==> src/hdl/rmf_pkg.sv <==
// Shared types and constants for the running median filter.
package rmf_pkg;

    localparam int DATA_W = 32;
    localparam int CFG_W  = 5;
    localparam int POS_W  = 16;
    localparam logic [POS_W-1:0] POS_MAX = '1;
    localparam logic [CFG_W-1:0] WINDOW_RESET = 5'd5;

    // controller -> datapath
    typedef struct packed {
        logic accept;   // take the input word, restart the sorter
        logic next_n;   // advance to the next median position, restart the sorter
        logic step;     // one fetch / insert step
        logic capture;  // latch the median into the output register
    } rmf_cmd_t;

    // datapath -> controller
    typedef struct packed {
        logic has_result;
        logic load_done;
        logic more;
    } rmf_status_t;

endpackage

==> src/hdl/rmf_if.sv <==
// Stream and configuration channel interfaces of the running median filter.
interface rmf_in_if;
    logic                                valid;
    logic                                ready;
    logic signed [rmf_pkg::DATA_W-1:0]   sample;
    logic                                last_in_slice;
    modport source (output valid, sample, last_in_slice, input ready);
    modport sink   (input valid, sample, last_in_slice, output ready);
endinterface

interface rmf_out_if;
    logic                                valid;
    logic                                ready;
    logic signed [rmf_pkg::DATA_W-1:0]   median;
    logic                                last_of_run;
    modport source (output valid, median, last_of_run, input ready);
    modport sink   (input valid, median, last_of_run, output ready);
endinterface

interface rmf_cfg_if;
    logic                            valid;
    logic                            ready;
    logic [rmf_pkg::CFG_W-1:0]       window_length;
    modport source (output valid, window_length, input ready);
    modport sink   (input valid, window_length, output ready);
endinterface

==> src/hdl/rmf_datapath.sv <==
// Datapath: sample history, head copy, insertion sorter and output register.
module rmf_datapath #(
    parameter int WIN_CAP = 31
) (
    input  logic                              clk,
    input  logic                              rst_n,
    input  rmf_pkg::rmf_cmd_t                 cmd,
    output rmf_pkg::rmf_status_t              st,
    input  logic signed [rmf_pkg::DATA_W-1:0] in_sample,
    input  logic                              in_last,
    input  logic                              cfg_valid,
    input  logic [rmf_pkg::CFG_W-1:0]         cfg_data,
    output logic signed [rmf_pkg::DATA_W-1:0] median,
    output logic                              last_of_run
);
    localparam int CW  = $clog2(WIN_CAP + 1);
    localparam int IW  = $clog2(WIN_CAP);
    localparam int HD  = (WIN_CAP - 1) / 2;
    localparam int HIW = (HD > 1) ? $clog2(HD) : 1;
    localparam int PW  = rmf_pkg::POS_W;
    localparam int DW  = rmf_pkg::DATA_W;

    logic [rmf_pkg::CFG_W-1:0] window_length_reg;
    logic [CW-1:0]             active_w_reg, half_reg, k_reg, fill_reg;
    logic [PW-1:0]             pos_reg, p_reg, n_reg;
    logic                      last_reg, has_res_reg, fv_reg, lor_reg;
    logic signed [DW-1:0]      f_reg, median_reg;
    logic signed [DW-1:0]      recent_reg [WIN_CAP];
    logic signed [DW-1:0]      head_reg   [HD];
    logic signed [DW-1:0]      cells_reg  [WIN_CAP];
    logic signed [DW-1:0]      cells_next [WIN_CAP];

    logic [rmf_pkg::CFG_W-1:0] w_odd;
    logic [CW-1:0]             w_cfg, w_use, h_use;
    logic [PW:0]               pos_inc;
    logic [PW+1:0]             idx, h18, len, j, age;
    logic signed [DW-1:0]      fetched;
    logic                      restart;

    function automatic logic [rmf_pkg::CFG_W-1:0] cfg_data_q(
        input logic [rmf_pkg::CFG_W-1:0] v);
        return v | rmf_pkg::CFG_W'(1);
    endfunction

    // window from register: round up to odd, clamp to capacity
    assign w_odd = cfg_data_q(window_length_reg);
    assign w_cfg = ({1'b0, w_odd} > (rmf_pkg::CFG_W+1)'(WIN_CAP)) ? CW'(WIN_CAP) : CW'(w_odd);
    assign w_use = (pos_reg == '0) ? w_cfg : active_w_reg;
    assign h_use = w_use >> 1;
    assign pos_inc = {1'b0, pos_reg} + (PW+1)'(1);
    assign restart = cmd.accept | cmd.next_n;

    // padded index -> slice index -> stored sample
    always_comb
    begin
        idx = (PW+2)'(n_reg) + (PW+2)'(k_reg);
        h18 = (PW+2)'(half_reg);
        len = (PW+2)'(p_reg) + (PW+2)'(1);
        if (idx < h18)
            j = (idx < len) ? idx : (PW+2)'(p_reg);
        else if (idx < h18 + len)
            j = idx - h18;
        else if (idx >= (h18 << 1))
            j = idx - (h18 << 1);
        else
            j = '0;
        age = (PW+2)'(p_reg) - j;
        if (age < (PW+2)'(active_w_reg))
            fetched = recent_reg[age[IW-1:0]];
        else if (j < (PW+2)'(HD))
            fetched = head_reg[j[HIW-1:0]];
        else
            fetched = '0;
    end

    // one insertion step over all cells; equal values stay ahead of the new one
    for (genvar i = 0; i < WIN_CAP; i++)
    begin : g_cell
        logic keep, shift;
        assign keep = (CW'(i) < fill_reg) && (cells_reg[i] <= f_reg);
        if (i == 0)
        begin : g_first
            assign shift = 1'b0;
        end
        else
        begin : g_rest
            assign shift = (CW'(i - 1) < fill_reg) && (cells_reg[i-1] > f_reg);
        end
        if (i == 0)
        begin : g_first_v
            assign cells_next[i] = keep ? cells_reg[i] : f_reg;
        end
        else
        begin : g_rest_v
            assign cells_next[i] = keep ? cells_reg[i] : (shift ? cells_reg[i-1] : f_reg);
        end
    end

    always_ff @(posedge clk or negedge rst_n)
    begin
        if (!rst_n)
        begin
            window_length_reg <= rmf_pkg::WINDOW_RESET;
            active_w_reg      <= CW'(5);
            pos_reg           <= '0;
            fv_reg            <= 1'b0;
            k_reg             <= '0;
            fill_reg          <= '0;
        end
        else
        begin
            if (cfg_valid)
                window_length_reg <= cfg_data;
            if (cmd.accept)
            begin
                active_w_reg <= w_use;
                if (in_last)
                    pos_reg <= '0;
                else if (pos_reg != rmf_pkg::POS_MAX)
                    pos_reg <= pos_inc[PW-1:0];
            end
            if (restart)
            begin
                k_reg    <= '0;
                fill_reg <= '0;
                fv_reg   <= 1'b0;
            end
            else if (cmd.step)
            begin
                if (k_reg < active_w_reg)
                begin
                    fv_reg <= 1'b1;
                    k_reg  <= k_reg + CW'(1);
                end
                else
                    fv_reg <= 1'b0;
                if (fv_reg)
                    fill_reg <= fill_reg + CW'(1);
            end
        end
    end

    always_ff @(posedge clk)
    begin
        if (cmd.accept)
        begin
            for (int a = WIN_CAP - 1; a > 0; a--)
                recent_reg[a] <= recent_reg[a-1];
            recent_reg[0] <= in_sample;
            if (pos_reg < PW'(h_use) && pos_reg < PW'(HD))
                head_reg[pos_reg[HIW-1:0]] <= in_sample;
            half_reg    <= h_use;
            p_reg       <= pos_reg;
            last_reg    <= in_last;
            has_res_reg <= in_last || (pos_reg >= PW'(h_use));
            n_reg       <= (pos_reg >= PW'(h_use)) ? pos_reg - PW'(h_use) : '0;
        end
        else if (cmd.next_n)
            n_reg <= n_reg + PW'(1);
        if (cmd.step && !restart)
        begin
            if (k_reg < active_w_reg)
                f_reg <= fetched;
            if (fv_reg)
                cells_reg <= cells_next;
        end
        if (cmd.capture)
        begin
            median_reg <= cells_reg[half_reg[IW-1:0]];
            lor_reg    <= last_reg && (n_reg == p_reg);
        end
    end

    assign st.has_result = has_res_reg;
    assign st.load_done  = (k_reg == active_w_reg) && !fv_reg;
    assign st.more       = last_reg && (n_reg != p_reg);
    assign median        = median_reg;
    assign last_of_run   = lor_reg;

endmodule

==> src/hdl/rmf_ctrl.sv <==
// Controller: sequences accept, window load, and result handoff.
module rmf_ctrl (
    input  logic                 clk,
    input  logic                 rst_n,
    input  logic                 in_valid,
    output logic                 in_ready,
    output logic                 out_valid,
    input  logic                 out_ready,
    output rmf_pkg::rmf_cmd_t    cmd,
    input  rmf_pkg::rmf_status_t st
);
    typedef enum logic [2:0] {
        ST_IDLE = 3'b001,
        ST_LOAD = 3'b010,
        ST_EMIT = 3'b100
    } state_t;

    state_t state_reg, state_next;

    always_comb
    begin
        state_next = state_reg;
        cmd        = '0;
        in_ready   = 1'b0;
        out_valid  = 1'b0;
        case (state_reg)
            ST_IDLE:
            begin
                in_ready = 1'b1;
                if (in_valid)
                begin
                    cmd.accept = 1'b1;
                    state_next = ST_LOAD;
                end
            end
            ST_LOAD:
            begin
                if (!st.has_result)
                    state_next = ST_IDLE;
                else
                begin
                    cmd.step = 1'b1;
                    if (st.load_done)
                    begin
                        cmd.capture = 1'b1;
                        state_next  = ST_EMIT;
                    end
                end
            end
            ST_EMIT:
            begin
                out_valid = 1'b1;
                if (out_ready)
                begin
                    if (st.more)
                    begin
                        cmd.next_n = 1'b1;
                        state_next = ST_LOAD;
                    end
                    else
                        state_next = ST_IDLE;
                end
            end
            default:
                state_next = ST_IDLE;
        endcase
    end

    always_ff @(posedge clk or negedge rst_n)
    begin
        if (!rst_n)
            state_reg <= ST_IDLE;
        else
            state_reg <= state_next;
    end

    a_accept_load: assert property (@(posedge clk) disable iff (!rst_n)
        (in_valid && in_ready) |=> (state_reg == ST_LOAD))
        else $error("accepted word did not start a load");
    a_emit_hold: assert property (@(posedge clk) disable iff (!rst_n)
        (out_valid && !out_ready) |=> (out_valid && (state_reg == ST_EMIT)))
        else $error("pending median dropped");
    a_run_end: assert property (@(posedge clk) disable iff (!rst_n)
        (out_valid && out_ready && !st.more) |=> (state_reg == ST_IDLE))
        else $error("slice end did not return to idle");

endmodule

==> src/hdl/running_median_filter_core.sv <==
// Top level of the running median filter.
// One slice arrives one sample word at a time, closed by last_in_slice. For each
// position the core emits the median of an odd window (window_length rounded up
// to odd, capped at the build capacity) over the slice padded at both ends with
// copies of its first and last half-window samples; medians lag by half a window,
// and the last word flushes up to half-window + 1 remaining medians. The register
// is sampled at the first word of each slice. Items are handled one at a time:
// for each median the insertion sorter runs W fetch/insert steps, one pipeline
// slot and one capture, and the median is then held until the output handoff;
// a word that produces no median goes from the load state straight back to idle.
module running_median_filter_core #(
    parameter int MAX_WINDOW = 31
) (
    input  logic      clk,
    input  logic      rst_n,
    rmf_in_if.sink    samples,
    rmf_out_if.source medians,
    rmf_cfg_if.sink   cfg
);
    localparam int CAP_RAW = (MAX_WINDOW > 31) ? 31 : MAX_WINDOW;
    localparam int WIN_CAP = (CAP_RAW % 2 == 0) ? CAP_RAW - 1 : CAP_RAW;

    rmf_pkg::rmf_cmd_t    cmd;
    rmf_pkg::rmf_status_t st;

    // register write is always taken; writes are only to be made while idle, which the block does not enforce
    assign cfg.ready = 1'b1;

    rmf_ctrl u_ctrl (
        .clk       (clk),
        .rst_n     (rst_n),
        .in_valid  (samples.valid),
        .in_ready  (samples.ready),
        .out_valid (medians.valid),
        .out_ready (medians.ready),
        .cmd       (cmd),
        .st        (st)
    );

    rmf_datapath #(
        .WIN_CAP (WIN_CAP)
    ) u_dp (
        .clk         (clk),
        .rst_n       (rst_n),
        .cmd         (cmd),
        .st          (st),
        .in_sample   (samples.sample),
        .in_last     (samples.last_in_slice),
        .cfg_valid   (cfg.valid),
        .cfg_data    (cfg.window_length),
        .median      (medians.median),
        .last_of_run (medians.last_of_run)
    );

endmodule

==> src/flat_wrapper.sv <==
// flat-port wrapper written by rule: the top's interface ports become plain ports
module running_median_filter_core_flat 
#(
    parameter int MAX_WINDOW = 31
)
  (clk, rst_n, samples_valid, samples_sample, samples_last_in_slice, samples_ready, medians_valid, medians_median, medians_last_of_run, medians_ready, cfg_valid, cfg_window_length, cfg_ready);
  rmf_in_if samples_i ();
  rmf_out_if medians_i ();
  rmf_cfg_if cfg_i ();
  input  logic clk;
  input  logic rst_n;
  input wire logic [$bits(samples_i.valid)-1:0] samples_valid;
  input wire logic [$bits(samples_i.sample)-1:0] samples_sample;
  input wire logic [$bits(samples_i.last_in_slice)-1:0] samples_last_in_slice;
  output wire logic [$bits(samples_i.ready)-1:0] samples_ready;
  output wire logic [$bits(medians_i.valid)-1:0] medians_valid;
  output wire logic [$bits(medians_i.median)-1:0] medians_median;
  output wire logic [$bits(medians_i.last_of_run)-1:0] medians_last_of_run;
  input wire logic [$bits(medians_i.ready)-1:0] medians_ready;
  input wire logic [$bits(cfg_i.valid)-1:0] cfg_valid;
  input wire logic [$bits(cfg_i.window_length)-1:0] cfg_window_length;
  output wire logic [$bits(cfg_i.ready)-1:0] cfg_ready;
  assign samples_i.valid = samples_valid;
  assign samples_i.sample = samples_sample;
  assign samples_i.last_in_slice = samples_last_in_slice;
  assign samples_ready = samples_i.ready;
  assign medians_valid = medians_i.valid;
  assign medians_median = medians_i.median;
  assign medians_last_of_run = medians_i.last_of_run;
  assign medians_i.ready = medians_ready;
  assign cfg_i.valid = cfg_valid;
  assign cfg_i.window_length = cfg_window_length;
  assign cfg_ready = cfg_i.ready;
  running_median_filter_core #(.MAX_WINDOW(MAX_WINDOW)) u_core (.clk(clk), .rst_n(rst_n), .samples(samples_i), .medians(medians_i), .cfg(cfg_i));
endmodule
==> config.mk <==
export PLATFORM = sky130hd
export DESIGN_NAME = running_median_filter_core_flat
export DESIGN_NICKNAME = d
export VERILOG_FILES = /design/src/hdl/rmf_pkg.sv /design/src/hdl/rmf_if.sv /design/src/hdl/rmf_datapath.sv /design/src/hdl/rmf_ctrl.sv /design/src/hdl/running_median_filter_core.sv /design/src/flat_wrapper.sv
export SDC_FILE = /design/constraint.sdc
export NUM_CORES = 2
export LEC_CHECK = 0
export BUFFER_PORTS_ARGS = -buffer_cell sky130_fd_sc_hd__buf_2
export CORE_UTILIZATION = 45
export DETAILED_ROUTE_END_ITERATION = 6
export RECOVER_POWER = 25
export SYNTH_ARGS = -nofsm -noshare
export SYNTH_HDL_FRONTEND = slang
export SYNTH_SLANG_ARGS = --single-unit
==> constraint.sdc <==
create_clock -name clk -period 81.4 [get_ports clk]
set_clock_uncertainty 0.2 [all_clocks]
set_input_delay 4.07 -clock clk [delete_from_list [all_inputs] [get_ports clk]]
set_output_delay 4.07 -clock clk [all_outputs]
set_load 0.005 [all_outputs]
# Word-level counts from Yosys, hierarchy flattened
# Memory sizes are Yosys's and may differ from the RTL's.
# Index checks and enable logic that the tools add are counted.
[op_classes] n_addsub=11 magnitude_cmp=103 eq_ne=10 n_mux=75 bitwise=33 n_reduce_logical=111
[op_table] op="$mux W32" n=34
[op_table] op="$le A32 B32 Y1" n=31
[op_table] op="$gt A32 B32 Y1" n=30
[op_table] op="$bmux W32 S5" n=1
[op_table] op="$reduce_and A3 Y1" n=32
[op_table] op="$mux W16" n=5
[op_table] op="$lt A5 B5 Y1 const A" n=15
[op_table] op="$logic_and A1 B1 Y1" n=66
[op_table] op="$mux W18" n=3
[op_table] op="$lt A4 B5 Y1 const A" n=8
[op_table] op="$mux W5" n=7
[op_table] op="$add A16 B1 Y16 const B" n=2
[op_table] op="$not A1 Y1" n=31
[op_table] op="$lt A3 B5 Y1 const A" n=4
[op_table] op="$add A4 B17 Y18" n=1
[op_table] op="$lt A17 B18 Y1" n=1
[op_table] op="$lt A18 B4 Y1 const B" n=1
[op_table] op="$lt A18 B5 Y1" n=1
[op_table] op="$sub A16 B18 Y18" n=1
[op_table] op="$sub A17 B4 Y18" n=1
[op_table] op="$sub A17 B5 Y18" n=1
[op_table] op="$add A16 B1 Y17 const B" n=1
[op_table] op="$add A16 B5 Y17" n=1
[op_table] op="$ge A17 B5 Y1" n=1
[op_table] op="other kinds (32)" n=64
[totals] ff_bits=1134 ramBits=1472 input_bits=43 out_inout_bits=36 mem_count=2
[memory_table] memory="u_core.u_dp.recent_reg" depth=31 width=32 read_ports=31 rd_clocked_by_memory_dff=0 wr=31 line="rmf_datapath.sv:28" rtl="logic signed [DW-1:0] recent_reg [WIN_CAP];"
[memory_table] memory="u_core.u_dp.head_reg" depth=15 width=32 read_ports=1 rd_clocked_by_memory_dff=0 wr=1 line="rmf_datapath.sv:29" rtl="logic signed [DW-1:0] head_reg [HD];"

# Longest topological paths before layout
[depth] word_depth=9 mapped_depth=41 depth_no_buf=33

# By module
# A second synthesis with hierarchy kept.
[hier_totals] cells_unflattened=6643 area_unflattened_um2=103196.5
[modules_own_cells] module="rmf_datapath" instances=1 cells_each=6623 area_each_um2=102991.3 seq_area_each_um2=63548.4
[modules_own_cells] module="rmf_ctrl" instances=1 cells_each=18 area_each_um2=193.9 seq_area_each_um2=76.3
[modules_own_cells] module="running_median_filter_core" instances=1 cells_each=2 area_each_um2=11.3 seq_area_each_um2=0.0

# Worst setup path after synthesis
# No wires, ideal clock.
[synth_timing] kind="input -> register" startpoint="in samples_valid" endpoint="reg u_core.u_dp.active_w_reg[3]" arrival_time_ps=33218 required_time_ps=79987 setup_slack_ps=46769 path_stages=6 n_path_buf=3 cell_sequence="nor2b_1 > and3b_1 > clkbuf_1 > clkbuf_1 > clkbuf_1 > a21oi_1"
[synth_lines] item="start, declared" line="flat_wrapper.sv:12" rtl="input wire logic [$bits(samples_i.valid)-1:0] samples_valid;"
[synth_lines] item="end signal, assigned" line="rmf_datapath.sv:116" rtl="active_w_reg <= w_use;"
[synth_lines] item="end, declared" line="rmf_datapath.sv:24" rtl="logic [CW-1:0] active_w_reg, half_reg, k_reg, fill_reg;"

# Worst setup path after layout
[layout_timing] startpoint="reg u_core.u_dp.p_reg[1]" endpoint="reg u_core.u_dp.f_reg[31], data pin"
[layout_between] elab_chain_len=8 word_cells_on_any_way=14 classes_between="3 x add/sub; 4 x order compare; 5 x mux; 2 x memory"
[layout_lines] item="start, declared" line="rmf_datapath.sv:25" rtl="logic [PW-1:0] pos_reg, p_reg, n_reg;"
[layout_lines] item="start signal, assigned" line="rmf_datapath.sv:153" rtl="p_reg <= pos_reg;"
[layout_lines] item="$add A16 B1 Y17" line="rmf_datapath.sv:58" rtl="len = (PW+2)'(p_reg) + (PW+2)'(1);"
[layout_lines] item="$add A4 B17 Y18" line="rmf_datapath.sv:61" rtl="else if (idx < h18 + len)"
[layout_lines] item="$lt A17 B18 Y1" line="rmf_datapath.sv:61"
[layout_lines] item="$mux W18" line="rmf_datapath.sv:61"
[layout_lines] item="$mux W18" line="rmf_datapath.sv:59" rtl="if (idx < h18)"
[layout_lines] item="$sub A16 B18 Y18 (tied with other cells)" line="rmf_datapath.sv:67" rtl="age = (PW+2)'(p_reg) - j;"
[layout_lines] item="$lt A18 B5 Y1 (tied with other cells)" line="rmf_datapath.sv:68" rtl="if (age < (PW+2)'(active_w_reg))"
[layout_lines] item="$mux W32 *" line="rmf_datapath.sv:68"
[layout_lines] item="net u_core.u_dp.fetched[31]" line="rmf_datapath.sv:37" rtl="logic signed [DW-1:0] fetched;"
[layout_lines] item="end signal, assigned" line="rmf_datapath.sv:163" rtl="f_reg <= fetched;"
[layout_lines] item="end, declared" line="rmf_datapath.sv:27" rtl="logic signed [DW-1:0] f_reg, median_reg;"
# The timed path passes the listed nets; every way through them passes the cells marked *.
# A chain may end at the register's enable or synchronous reset.

==> flow_summary.json <==
{
  "status": "finished with violations",
  "violations": "max-capacitance violations, max-slew violations",
  "synth_nets": 6906,
  "critPathMostFrequentCell": "ha_1",
  "utilization_pct": 50.4,
  "fin_ws_ns": 69.41,
  "cts_setup_buffers": 0,
  "cp.arrival_ns": 12.31,
  "intPower_mw": 3.05,
  "synth_area_per_cell_um2": 16.4,
  "power_density_nw_per_um2": 42.9,
  "highest_layer": "met5",
  "ioPinCount": 79,
  "numCtsBuffers": 220,
  "synthAdderAreaFrac_pct": 7.38,
  "gp_congestion": 0.914,
  "cp_max_fo": 39,
  "relSlewSlack_pct": -99.8,
  "yosysMostFrequentCell": "edfxtp_1",
  "rows": 175,
  "num_vias": 58800,
  "p_leak_nw": 40.5,
  "hold_viol": 0,
  "async_reset_ff_share_pct": 1.79,
  "largest_reg_flops": 992,
  "place_area_um2": 107000,
  "power_frac_comb_pct": 48.7,
  "grt_setup_unrepaired": "false",
  "ir_drop_uv": 105,
  "critPathSlowestCell": "fa_4",
  "dp.cells": 9179,
  "hp-class": "flop to flop",
  "worst_pin_slew_ns": 3.00,
  "ys_ff_latch": 2125,
  "routed_wl_mm": 274,
  "synth_compound_gate_area_share_pct": 5.85,
  "dieArea_um2": 230000,
  "dieHeight_um": 480,
  "critPathMaxStageDelay_ns": 1.40,
  "start_util_pct": 45.2,
  "cp_top_family": "compound AO/OA/AOI/OAI gates",
  "yosysWarnings": 0,
  "switchingPower_mw": 1.86,
  "synth_area_leaders": "edfxtp_1 (61%), mux4_2 (9.5%), ha_1 (7.3%), mux2_2 (5.4%), mux2i_1 (2.6%)",
  "cp.required_ns": 81.72,
  "crit_buf_inv": 3,
  "sw_frac_of_total_pct": 37.8,
  "synth_top_area_share_pct": 60.9,
  "holdWs_ns": 0.170,
  "place_ws_ns": 69.44,
  "wl_per_cell_um": 28.5,
  "fmax_ghz": 0.0834,
  "num-nets-final": 7038,
  "grt_usage_pct": 23.7,
  "cts_tree": "yes",
  "drtIter0Drc": 5561,
  "critPathLaunchType": "flop",
  "p_total_mw": 4.91,
  "numClockSinks": 2125,
  "multi_input_area_um2": 38000,
  "synth_cell_types": 96,
  "yosysSeqAreaShare_pct": 61.9,
  "grt_pass1_wl_mm": 403,
  "ctsRootBufferMaster": "clkbuf_16",
  "clock_path_buffers": 3,
  "wl_met3_mm": 16.3,
  "final_max_slew_viol_count": 101,
  "ant_nets": 0,
  "grt_pass1_vias": 59000,
  "area_delta_synth_final_pct": 11.4,
  "syn_area_um2": 103000,
  "maxCapViolations": 3,
  "place_hpwl_mm": 178,
  "syn_inst": 6260,
  "yosysTopAreaCell": "edfxtp_1",
  "post_cts_resized": 0,
  "synthMuxAreaShare_pct": 17.8,
  "met1_length_mm": 118,
  "synth-xor-area-share_pct": 0.971,
  "clk_latency_ns": 0.91,
  "cp-end-kind": "flop",
  "criticalPathCategory": "flop to flop",
  "yosys.area_share.simple_pct": 4.48,
  "drive_gt1_share_pct": 23.5,
  "portBuffers": 76,
  "overflow": 0,
  "drc": 0,
  "seq_area_um2": 63600,
  "viasPerCell": 6.13,
  "cts.reportedPaths.clkPinSlew_ns": 0.07,
  "synth_edf_count": 2087,
  "finalSetupViolCount": 0,
  "clkPwrFrac_pct": 20.8,
  "synth_top_flop_cell": "edfxtp_1",
  "synth_top_family_by_area": "multiplexers",
  "die_w_um": 480,
  "core-area_um2": 227000,
  "num-fill-cells": 18700,
  "postLayoutCellArea_um2": 115000,
  "route.met2.wl_mm": 131,
  "antenna_found_initial": 29,
  "synth_commonest_cells": "edfxtp_1 (2087), ha_1 (597), mux2_2 (492), mux4_2 (436), mux2i_1 (263)",
  "stdcell_count": 9592,
  "fin_crit_ns": 11.99,
  "grt_max_degree": 223,
  "cts_hold_buffers": 0,
  "finalCritPeriodShare_pct": 14.7,
  "seqPwrFrac_pct": 30.5,
  "firstDrtPassIters": 5,
  "cts_max_level": 4,
  "setup_tns_ns": 0
}
logic make-up after synthesis:
logic type	Yosys count
muxes	1219
adders and majority gates	603
AOI/OAI and AO/OA	894
and+or+nand+nor	890
other	1
xor gates and xnor gates	114
DFF	2125
buffers and inverters	414
final timing paths:
kind	endpoint	from	cells past startpoint	slack [ns]
max	u_core.u_dp.f_reg[31]	u_core.u_dp.p_reg[1]	30	69.41
min	u_core.u_dp.recent_reg[23][8]	u_core.u_dp.recent_reg[22][8]	0	0.17
max reg2reg	u_core.u_dp.f_reg[31]	u_core.u_dp.p_reg[1]	30	69.41
min reg2reg	u_core.u_dp.recent_reg[23][8]	u_core.u_dp.recent_reg[22][8]	0	0.17
max in group asynchronous	u_core.u_ctrl.state_reg[1]	rst_n	2	77.43
min in group asynchronous	u_core.u_ctrl.state_reg[2]	rst_n	2	3.08
layout by cell type (no fill, tap or decap), types with 15 or more instances in the layout:
cell type  synthesis  final
a221oi_1          66     66
inv_1            104    104
or2_2             15     15
buf_2             31     76
xnor2_1           63     62
a211oi_1          16     15
or3_1             17     17
ha_1             597    596
a21oi_1          184    170
o21a_1            65     63
nor4_1            17     16
bufinv_16          0     24
edfxtp_1        2087   2087
clkinv_1           0     53
nand4_1          160    160
nor3_1            44     37
nand3_1           75     71
nor2_1           148    135
nand2_1          221    221
buf_4             16    117
o21ai_0          194    194
clkbuf_16          0    221
mux2_2           492    492
o22ai_1           38     38
clkinv_2           0     43
dfrtp_1           35     35
xor2_1            51     51
mux4_2           436    436
a21o_1           185    185
nand2b_1          47     45
o211ai_1          19     19
mux2_1            28     28
mux2i_1          263    263
clkbuf_1         185     60
nor2b_1           73     72
and3_1            23     20
a32o_1            34     34
power groups by stage:
stage / logic (mW) / clock network, mW / registers [mW]
floorplan: 1.73 / 0 / 1.65
global placement: 2.42 / 0 / 1.51
detailed placement: 2.44 / 0 / 1.51
CTS: 2.45 / 1.05 / 1.49
global route: 2.57 / 1.09 / 1.51
finish: 2.39 / 1.02 / 1.49
metal layers:
layer / vias up / GRT usage [%]
met2: 1940 / 38.6
met5: - / 0
met3: 473 / 3.38
met1: 30700 / 32.8
li1: 25700 / -
met4: 18 / 7.70
cell type report:
type / count / share of cell area [%]
diodes: 5 / 0.0109
clock buffers: 263 / 4.98
clock inverters: 145 / 1.40
inverters: 106 / 0.354
multi-input cells: 3721 / 33.2
flip-flops and latches: 2125 / 55.6
well taps: 3009 / 3.29
repair buffers: 218 / 1.27
Power figures use the tool's default switching activity.
